<file path="src/sv/bmhq_pkg.sv">
`timescale 1ns / 1ps
// ============================================================================
// bmhq_pkg
// Shared types and constants of the binary min-heap queue.
// ============================================================================
package bmhq_pkg;

   localparam int KEY_W        = 32;
   localparam int TAG_IN_W     = 16;
   localparam int TOTAL_W      = 9;
   localparam int STATUS_W     = 2;
   localparam int REQ_DATA_W   = 48;
   localparam int RSP_DATA_W   = 112;
   localparam int DEF_CAPACITY = 256;
   localparam int DEF_TAG_BITS = 16;

   typedef enum logic {
      OP_INSERT  = 1'b0,
      OP_EXTRACT = 1'b1
   } opcode_type;

   typedef enum logic [STATUS_W-1:0] {
      ST_OK    = 2'd0,
      ST_EMPTY = 2'd1,
      ST_FULL  = 2'd2
   } status_type;

   typedef enum logic [3:0] {
      S_IDLE,
      S_UP_CHK,
      S_UP_CMP,
      S_EX_RD,
      S_EX_LD,
      S_DN_CHK,
      S_DN_RDR,
      S_DN_CMP,
      S_DONE
   } state_type;

   // Commands from the controller to the datapath.
   typedef struct packed {
      logic cap_req;
      logic rd_parent;
      logic up_move;
      logic rd_last;
      logic load_last;
      logic rd_left;
      logic rd_right;
      logic dn_move;
      logic place;
      logic load_rsp;
   } cmd_type;

   // Status from the datapath to the controller.
   typedef struct packed {
      logic req_ext;
      logic full;
      logic empty;
      logic one_left;
      logic pos_zero;
      logic up_le;
      logic lc_ok;
      logic dn_le;
      logic rsp_free;
   } stat_type;

endpackage

</file>
<file path="src/sv/bmhq_ctrl.sv">
`timescale 1ns / 1ps
// ============================================================================
// bmhq_ctrl
// Sequencer for insert (sift-up) and extract (sift-down) operations.
// ============================================================================
module bmhq_ctrl (
   input  logic               clock,
   input  logic               reset,
   input  logic               req_tvalid,
   output logic               req_tready,
   input  bmhq_pkg::stat_type stat,
   output bmhq_pkg::cmd_type  cmd
);
   import bmhq_pkg::*;

   state_type state_ff;
   state_type state_in;

   always_ff @(posedge clock) begin
      if (reset) begin
         state_ff <= S_IDLE;
      end else begin
         state_ff <= state_in;
      end
   end

   always_comb begin
      state_in   = state_ff;
      cmd        = '0;
      req_tready = 1'b0;
      case (state_ff)
         S_IDLE: begin
            req_tready = 1'b1;
            if (req_tvalid) begin
               cmd.cap_req = 1'b1;
               if (stat.req_ext ? stat.empty : stat.full) begin
                  state_in = S_DONE;
               end else if (!stat.req_ext) begin
                  state_in = S_UP_CHK;
               end else if (stat.one_left) begin
                  state_in = S_DONE;
               end else begin
                  state_in = S_EX_RD;
               end
            end
         end
         S_UP_CHK: begin
            if (stat.pos_zero) begin
               cmd.place = 1'b1;
               state_in  = S_DONE;
            end else begin
               cmd.rd_parent = 1'b1;
               state_in      = S_UP_CMP;
            end
         end
         S_UP_CMP: begin
            if (stat.up_le) begin
               cmd.up_move = 1'b1;
               state_in    = S_UP_CHK;
            end else begin
               cmd.place = 1'b1;
               state_in  = S_DONE;
            end
         end
         S_EX_RD: begin
            cmd.rd_last = 1'b1;
            state_in    = S_EX_LD;
         end
         S_EX_LD: begin
            cmd.load_last = 1'b1;
            state_in      = S_DN_CHK;
         end
         S_DN_CHK: begin
            if (stat.lc_ok) begin
               cmd.rd_left = 1'b1;
               state_in    = S_DN_RDR;
            end else begin
               cmd.place = 1'b1;
               state_in  = S_DONE;
            end
         end
         S_DN_RDR: begin
            cmd.rd_right = 1'b1;
            state_in     = S_DN_CMP;
         end
         S_DN_CMP: begin
            if (stat.dn_le) begin
               cmd.dn_move = 1'b1;
               state_in    = S_DN_CHK;
            end else begin
               cmd.place = 1'b1;
               state_in  = S_DONE;
            end
         end
         S_DONE: begin
            if (stat.rsp_free) begin
               cmd.load_rsp = 1'b1;
               state_in     = S_IDLE;
            end
         end
         default: begin
            state_in = S_IDLE;
         end
      endcase
   end

endmodule

</file>
<file path="config.mk">
export PLATFORM = sky130hd
export DESIGN_NAME = bmhq_ctrl
export DESIGN_NICKNAME = d
export VERILOG_FILES = /design/src/sv/bmhq_pkg.sv /design/src/sv/bmhq_ctrl.sv
export SDC_FILE = /design/constraint.sdc
export NUM_CORES = 1
export LEC_CHECK = 0
export ABC_AREA = 1
export ABC_CLOCK_PERIOD_IN_PS = 1350
export BUFFER_PORTS_ARGS = -buffer_cell sky130_fd_sc_hd__buf_4
export CAP_MARGIN = 20
export CORE_AREA = 3 3 40 42
export DETAILED_ROUTE_END_ITERATION = 8
export DIE_AREA = 0 0 43 45
export PLACE_DENSITY = 0.59
export SKIP_CTS_REPAIR_TIMING = 1
export SLEW_MARGIN = 20
export SYNTH_ARGS = -nofsm -noshare
export SYNTH_HDL_FRONTEND = slang
export SYNTH_SLANG_ARGS = --single-unit
export TNS_END_PERCENT = 50
</file>
<file path="constraint.sdc">
create_clock -name clock -period 1.35 [get_ports clock]
set_input_delay 0.27 -clock clock [delete_from_list [all_inputs] [get_ports clock]]
set_output_delay 0.27 -clock clock [all_outputs]
set_load 0.02 [all_outputs]
</file>
# --- After elaboration in Yosys (flattened, before gate mapping) ---
# Cells that the tools add are included.
op_classes:
  eq_ne: 10
  muxes: 32
  n_reduce_logical: 2
op_table:
  columns: ["op", "count"]
  rows:
  - ["2-to-1 mux 4 bit", 9]
  - ["case mux 4 bit (9 select lines)", 1]
  - ["2-to-1 mux 1 bit", 21]
  - ["equality test 4 x 3 -> 1 bit, second input constant", 4]
  - ["equality test 4 x 2 -> 1 bit, second input constant", 2]
  - ["equality test 4 x 1 -> 1 bit, second input constant", 1]
  - ["equality test 4 bit, second input constant", 1]
  - ["logical NOT 4 bit", 1]
  - ["inequality test 2 bit, second input constant", 2]
  - ["case mux 1 bit (4 select lines)", 1]
  - ["AND reduction 2 bit", 1]
totals:
  ff_bits: 4
  output_inout_bits: 11
  word_cells: 45

# --- Depth between registers and ports, before layout ---
# Gate-level depths: netlist (run 1).
depth:
  word_depth: 5
  ltp_mapped: 8
  mapped_depth_nobuf: 8

# --- Worst setup path before layout (run 1) ---
# No wires, ideal clock.
synth_timing:
  kind: "reg2reg"
  startpoint: "register state_ff[3]"
  endpoint: "register state_ff[0]"
  setup_ns: 0.062
  arrival_ns: 1.217
  required_time_ns: 1.288
  path_slack_ns: 0.071
  path_stages_with_launch: 8
  path_buffers: 0
  synth_period_minus_slack_ns: 1.279
  path_cell_list: "dfxtp_1 > nor2_2 > nand2_1 > nor2_1 > nor2_1 > o21ai_2 > nand2_1 > nor2_2"
synth_via:
  elab_chain_cells: 3
  word_cells_on_any_way: 13
synth_lines:
  columns: ["element", "line_no", "text"]
  rows:
  - ["from (decl)", "bmhq_ctrl.sv:16", "state_type state_ff;"]
  - ["from (signal assigned)", "bmhq_ctrl.sv:23", "state_ff <= state_in;"]
  - ["equality test 4 bit / logical NOT 4 bit (equally long branches)", "bmhq_ctrl.sv:31", "case (state_ff)"]
  - ["inequality test 2 bit (no line)", null, null]
  - ["AND reduction 2 bit (no line)", null, null]
# Parallel ways exist; a longest one is shown, timed or not.
# A chain may end at the register's enable or synchronous reset.

==> results of run 1 <==
routing by layer:
layer	vias to the layer above	wire length, um	global-route usage [%]
li1	261	-	-
met1	196	432	11.8
met2	9	510	17.4
met3	0	42	2.39
met4	0	0	9.04
met5	-	0	0
metrics by stage:
stage          cells  total power, mW  setup WS [ns]  setup TNS (ns)  hold slack, ns
6_report         109            0.517         -0.102          -0.446           0.217
5_1_grt          109            0.565         -0.184           -1.37           0.209
4_1_cts          108            0.505         -0.185           -1.36           0.218
3_5_place_dp     105            0.353         0.0708               0           0.465
3_3_place_gp     105            0.355         0.0690               0           0.465
2_1_floorplan     68            0.273         0.0715               0           0.337
worst max-delay path: stages (launching register included):
cell and delay, ns:
sky130_fd_sc_hd__dfxtp_4 0.37, sky130_fd_sc_hd__inv_4 0.04, sky130_fd_sc_hd__nor2_4 0.17, sky130_fd_sc_hd__nand3_2 0.10, sky130_fd_sc_hd__nand2_2 0.07, sky130_fd_sc_hd__nor2_2 0.04, sky130_fd_sc_hd__inv_1 0.06, sky130_fd_sc_hd__buf_6 0.11
path summary, 6_finish.rpt:
path | start | to | slack (ns)
hold reg to reg | state_ff[3]$_SDFFE_PP0P_ | state_ff[3]$_SDFFE_PP0P_ | 0.57
hold / removal | reset | state_ff[3]$_SDFFE_PP0P_ | 0.22
setup / recovery | state_ff[2]$_SDFFE_PP0P_ | cmd[1] | -0.10
setup reg to reg | state_ff[2]$_SDFFE_PP0P_ | state_ff[0]$_SDFFE_PP0P_ | 0.19
layout by cell type (no fill, tap or decap), drive strengths merged, types with 2 or more instances in the layout:
master	Yosys	routed
inv	17	17
o21ai	3	3
nor2	18	18
clkbuf	0	3
dfxtp	4	4
nand2	12	12
buf	0	23
nand3	8	8
nor3	3	3
a21oi	2	2
power by group through the flow:
stage          registers, mW  clock network (mW)  logic, mW
4_1_cts                0.145               0.153      0.207
6_report               0.151               0.143      0.222
5_1_grt                0.154               0.165      0.246
3_5_place_dp           0.147                   0      0.206
3_3_place_gp           0.146                   0      0.208
2_1_floorplan          0.144                   0      0.128
kinds of logic after synthesis:
logic type / after synthesis / synth area share [%]
AO/OA/AOI/OAI: 5 / 8.90
buffers and inverters: 17 / 17.5
flip-flops: 4 / 21.9
AND/OR/NAND/NOR: 42 / 51.7
cells in the mapped netlist:
library cell               n  area (um^2)
sky130_fd_sc_hd__inv_1    15         56.3
sky130_fd_sc_hd__nor2_1   13         48.8
sky130_fd_sc_hd__nand2_1  11         41.3
sky130_fd_sc_hd__nand3_1   8         40.0
sky130_fd_sc_hd__nor2_2    5         31.3
sky130_fd_sc_hd__dfxtp_1   4         80.1
sky130_fd_sc_hd__nor3_1    3         15.0
sky130_fd_sc_hd__a21oi_1   2         10.0
sky130_fd_sc_hd__inv_2     2         7.51
sky130_fd_sc_hd__o21ai_2   2         17.5
sky130_fd_sc_hd__nand2_2   1         6.26
sky130_fd_sc_hd__nand4_1   1         6.26
sky130_fd_sc_hd__o21ai_1   1         5.00
layout make-up:
cell class	instances	share of cell area, %
multi-input combinational	47	40.8
timing repair buffer	23	28.2
sequential	4	14.6
inverter	17	10.2
clock buffer	3	3.45
tap	15	2.87
==> results.py, run 1 <==
metrics = {
    "timing": {
        "period_minus_slack_ns": 1.45,
        "setup_ws_ns": -0.102,
        "finalCritPeriodShare_pct": 108,
        "worst_slew_slack_as_a_fraction_of_its_limit_pct": 83.4,
        "worst_slew_pin_slew_ns": 0.247,
        "rsz_0062_raised_after_global_routing": "yes",
        "setup_violations": 11,
        "timing_max_transition_violations_final": 0,
        "final_hold_vios": 0,
        "max_frequency_ghz": 0.689,
        "finalClockSkew_ns": 0.00364,
    },
    "floorplan": {
        "io_pins": 23,
        "dieArea_mm2": 0.00194,
        "initial_utilization_pct": 28.4,
        "die-height_um": 45,
        "floorplan.rows": 13,
        "die_width_um": 43,
        "core_region_area_mm2": 0.00128,
    },
    "finish": {
        "drive_gt1_share_pct": 54.3,
        "final_net_count": 108,
        "largest_register": "state_ff",
        "design_area_um2": 653,
        "area_growth_syn_to_layout_pct": 78.8,
        "multi_input_comb_area_um2": 267,
        "biggestRegsByFlops": "state_ff: 4 flops",
        "layout.area.seq_um2": 95.1,
        "num_antenna_cells": 0,
        "post_layout_utilization_of_the_core_pct": 50.8,
        "n_fill_cell": 142,
        "largest_register_ffs": 4,
    },
    "global_route": {
        "number_of_antenna_violations_at_the_first_check_in_global_routing": 0,
        "grt_pass1_vias": 398,
        "grt-ovfl-total": 0,
        "grt_max_degree": 7,
        "track_usage_pct": 10.7,
        "grt_first_pass_wirelength_um": 1490,
    },
    "power_and_ir_drop": {
        "share_seq_of_total_power_pct": 29.3,
        "power.switching_fraction_pct": 37.2,
        "pwr-share-comb_pct": 43.0,
        "cellLeakagePower_nw": 0.361,
        "power_switching_uw": 192,
        "part_of_the_total_power_dissipated_in_the_clock_network_pct": 27.8,
        "max-vdd-ir-drop_v": 0.000606,
        "internal-power_uw": 325,
        "power_density_mw_per_mm2": 792,
    },
    "outcome": {
        "failed_checks": "setup timing",
        "run_status": "finished with violations",
    },
    "critical_path": {
        "cp-start-kind": "register",
        "critical_path_end_type": "output port",
        "crit_arrival_ns": 1.18,
        "required_ns": 1.08,
        "count_of_cells_along_the_worst_register_to_register_path": 8,
        "crit_fanout": 6,
        "worst-setup-path-type": "register to output port",
    },
    "drt": {
        "drt.antenna.violating_nets": 0,
        "wire_per_inst_um": 9.04,
        "via_count": 466,
        "drc_errors": 0,
        "detailedRoute.firstIterationViolations": 4,
        "detail_route.first_pass.iterations": 4,
        "route.detailed.vias_per_inst": 4.28,
        "totalWireLength_um": 985,
    },
    "hold_path": {
        "timing.hold.worst_path_depth": 2,
        "class_of_the_most_critical_hold_timing_path": "input pin to register",
    },
    "yosys": {
        "synth_warnings": 0,
        "number_of_synthesized_register_bits": 4,
        "mappedNetlistNets": 80,
        "synth_cells": 68,
        "synthDistinctLibCells": 13,
        "synth.avg_cell_area_um2": 5.37,
        "sequential_share_of_the_synthesized_area_pct": 21.9,
        "synthesis.area_um2": 365,
    },
    "job": {
        "maxCapViolations": 0,
    },
    "placed_design": {
        "postPlaceCellArea_um2": 549,
        "gp_routability_congestion": 0.755,
        "buffer_ports.inserted": 22,
        "dp_hpwl_um": 822,
    },
    "clocking": {
        "clk-insertion-delay-late_ns": 0.23,
        "ctsLongestPathBuffers": 2,
        "cts.htree.levels": 1,
        "cts.reportedPaths.clkPinSlew_ns": 0.04,
        "tritoncts": "yes",
        "cts_sinks": 4,
        "clockRootBuffer": "sky130_fd_sc_hd__clkbuf_4",
        "cts_made_buffers": 3,
    },
}
Note: power is estimated with default switching activity, not from simulation.
==> run 2: changes to the inputs <==
--- a/config.mk
+++ b/config.mk
@@ -9,9 +9,9 @@
 export ABC_CLOCK_PERIOD_IN_PS = 1350
 export BUFFER_PORTS_ARGS = -buffer_cell sky130_fd_sc_hd__buf_4
 export CAP_MARGIN = 20
-export CORE_AREA = 3 3 40 42
+export CORE_AREA = 2 2 39 41
 export DETAILED_ROUTE_END_ITERATION = 8
-export DIE_AREA = 0 0 43 45
+export DIE_AREA = 0 0 41 43
 export PLACE_DENSITY = 0.59
 export SKIP_CTS_REPAIR_TIMING = 1
 export SLEW_MARGIN = 20
==> run 2 against run 1 <==
Net effect: critical path depth did not move; largest power group unchanged; sequential share of layout area rose by 0.11 points; register-to-register slack barely moved; the run still ends with setup timing left; die area fell by 8.9%; cell count rose by 2.8%; clock power rose by 3%; worst hold slack got worse by 0.0079 ns; critical endpoint unchanged.
==> results.py, run 2 (synthesis gave the netlist of run 1 again) <==
metrics = {
    "clocking": {
        "tritoncts": "yes",
        "cts_made_buffers": 3,
        "cts.htree.levels": 1,
        "cts.reportedPaths.clkPinSlew_ns": 0.04,
        "cts_sinks": 4,
        "clk-insertion-delay-late_ns": 0.24,
        "clockRootBuffer": "sky130_fd_sc_hd__clkbuf_4",
        "ctsLongestPathBuffers": 2,
    },
    "drt": {
        "via_count": 515,
        "detail_route.first_pass.iterations": 4,
        "drt.antenna.violating_nets": 0,
        "route.detailed.vias_per_inst": 4.60,
        "wire_per_inst_um": 9.09,
        "totalWireLength_um": 1020,
        "drc_errors": 0,
        "detailedRoute.firstIterationViolations": 7,
    },
    "floorplan": {
        "core_region_area_mm2": 0.00138,
        "io_pins": 23,
        "floorplan.rows": 14,
        "initial_utilization_pct": 26.4,
        "die-height_um": 43,
        "dieArea_mm2": 0.00176,
        "die_width_um": 41,
    },
    "global_route": {
        "grt_max_degree": 7,
        "track_usage_pct": 12.8,
        "number_of_antenna_violations_at_the_first_check_in_global_routing": 0,
        "grt_pass1_vias": 409,
        "grt-ovfl-total": 0,
        "grt_first_pass_wirelength_um": 1550,
    },
    "finish": {
        "area_growth_syn_to_layout_pct": 77.4,
        "post_layout_utilization_of_the_core_pct": 46.8,
        "drive_gt1_share_pct": 51.0,
        "largest_register_ffs": 4,
        "largest_register": "state_ff",
        "n_fill_cell": 159,
        "layout.cells.most_common": "sky130_fd_sc_hd__buf_4",
        "biggestRegsByFlops": "state_ff: 4 flops",
        "layout.cells.non_filler": 112,
        "num_antenna_cells": 0,
        "final_net_count": 110,
        "mostFrequentLayoutCells": "sky130_fd_sc_hd__buf_4, sky130_fd_sc_hd__inv_1, sky130_fd_sc_hd__nand2_1, sky130_fd_sc_hd__nor2_1, sky130_fd_sc_hd__nand3_1",
    },
    "hold_path": {
        "class_of_the_most_critical_hold_timing_path": "input pin to register",
    },
    "outcome": {
        "failed_checks": "setup timing",
        "run_status": "finished with violations",
    },
    "timing": {
        "setup_ws_ns": -0.110,
        "rsz_0062_raised_after_global_routing": "yes",
        "max_frequency_ghz": 0.685,
        "finalClockSkew_ns": 0.000833,
        "period_minus_slack_ns": 1.46,
        "final_hold_vios": 0,
        "worst_slew_slack_as_a_fraction_of_its_limit_pct": 79.5,
        "setup_violations": 10,
        "timing_max_transition_violations_final": 0,
        "finalCritPeriodShare_pct": 108,
        "worst_slew_pin_slew_ns": 0.305,
    },
    "job": {
        "maxCapViolations": 0,
    },
    "power_and_ir_drop": {
        "max-vdd-ir-drop_v": 0.000553,
        "power_density_mw_per_mm2": 800,
        "cellLeakagePower_nw": 0.370,
    },
    "critical_path": {
        "critical_path_end_type": "output port",
        "reg2reg_slack_ns": 0.20,
        "crit_arrival_ns": 1.19,
        "worst-setup-path-type": "register to output port",
        "cp-start-kind": "register",
        "crit_fanout": 5,
        "required_ns": 1.08,
    },
    "placed_design": {
        "gp_routability_congestion": 0.796,
        "dpl.cell_count": 106,
        "dp_hpwl_um": 803,
        "buffer_ports.inserted": 22,
    },
}
## run 2: path summary, 6_finish.rpt
| check | depth (start not counted) | end | startpoint |
|---|---|---|---|
| setup reg to reg | 7 | state_ff[3]$_SDFFE_PP0P_ | state_ff[2]$_SDFFE_PP0P_ |
| hold / removal | 2 | state_ff[0]$_SDFFE_PP0P_ | reset |
| hold reg to reg | 2 | state_ff[3]$_SDFFE_PP0P_ | state_ff[3]$_SDFFE_PP0P_ |
| setup / recovery | 7 | cmd[1] | state_ff[0]$_SDFFE_PP0P_ |
## run 2: final cells by class
type / count / area (um^2) / area share [%]
tap: 16 / 20.0 / 3.09
timing repair buffer: 25 / 195 / 30.1
multi-input combinational: 47 / 249 / 38.4
sequential: 4 / 95.1 / 14.7
clock buffer: 3 / 22.5 / 3.47
inverter: 17 / 66.3 / 10.2
## run 2: per-layer routing
layer / share of wire (%) / up-vias / global-route usage, %
met5: 0 / - / 0
met4: 1.7 / 0 / 10.0
met3: 5.0 / 4 / 1.57
met1: 40 / 222 / 17.9
met2: 53 / 20 / 16.9
li1: - / 269 / -
## run 2: power breakdown
group	total [mW]	switching (mW)	internal, mW
Sequential	0.153	0.0237	0.129
Combinational	0.217	0.121	0.0958
Clock	0.148	0.0491	0.0994
Total	0.519	0.194	0.325
## run 2: critical path, cell delays in order (launching register included)
cell	delay, ns
sky130_fd_sc_hd__dfxtp_4	0.36
sky130_fd_sc_hd__nand2_1	0.09
sky130_fd_sc_hd__inv_1	0.06
sky130_fd_sc_hd__nand3_1	0.07
sky130_fd_sc_hd__nand2_1	0.05
sky130_fd_sc_hd__nor2_1	0.12
sky130_fd_sc_hd__inv_1	0.06
sky130_fd_sc_hd__buf_4	0.15
## run 2: metrics by stage
stage               hold slack (ns)  worst slack, ns  cell area (um^2)  TNS [ns]  power (mW)
detailed placement            0.465           0.0557               551         0       0.352
global route                  0.205           -0.183               648     -1.45       0.565
global placement              0.464           0.0652               551         0       0.354
finish                        0.209           -0.110               648    -0.522       0.519
floorplan                     0.337           0.0715               365         0       0.273
CTS                           0.211           -0.208               573     -1.56       0.511
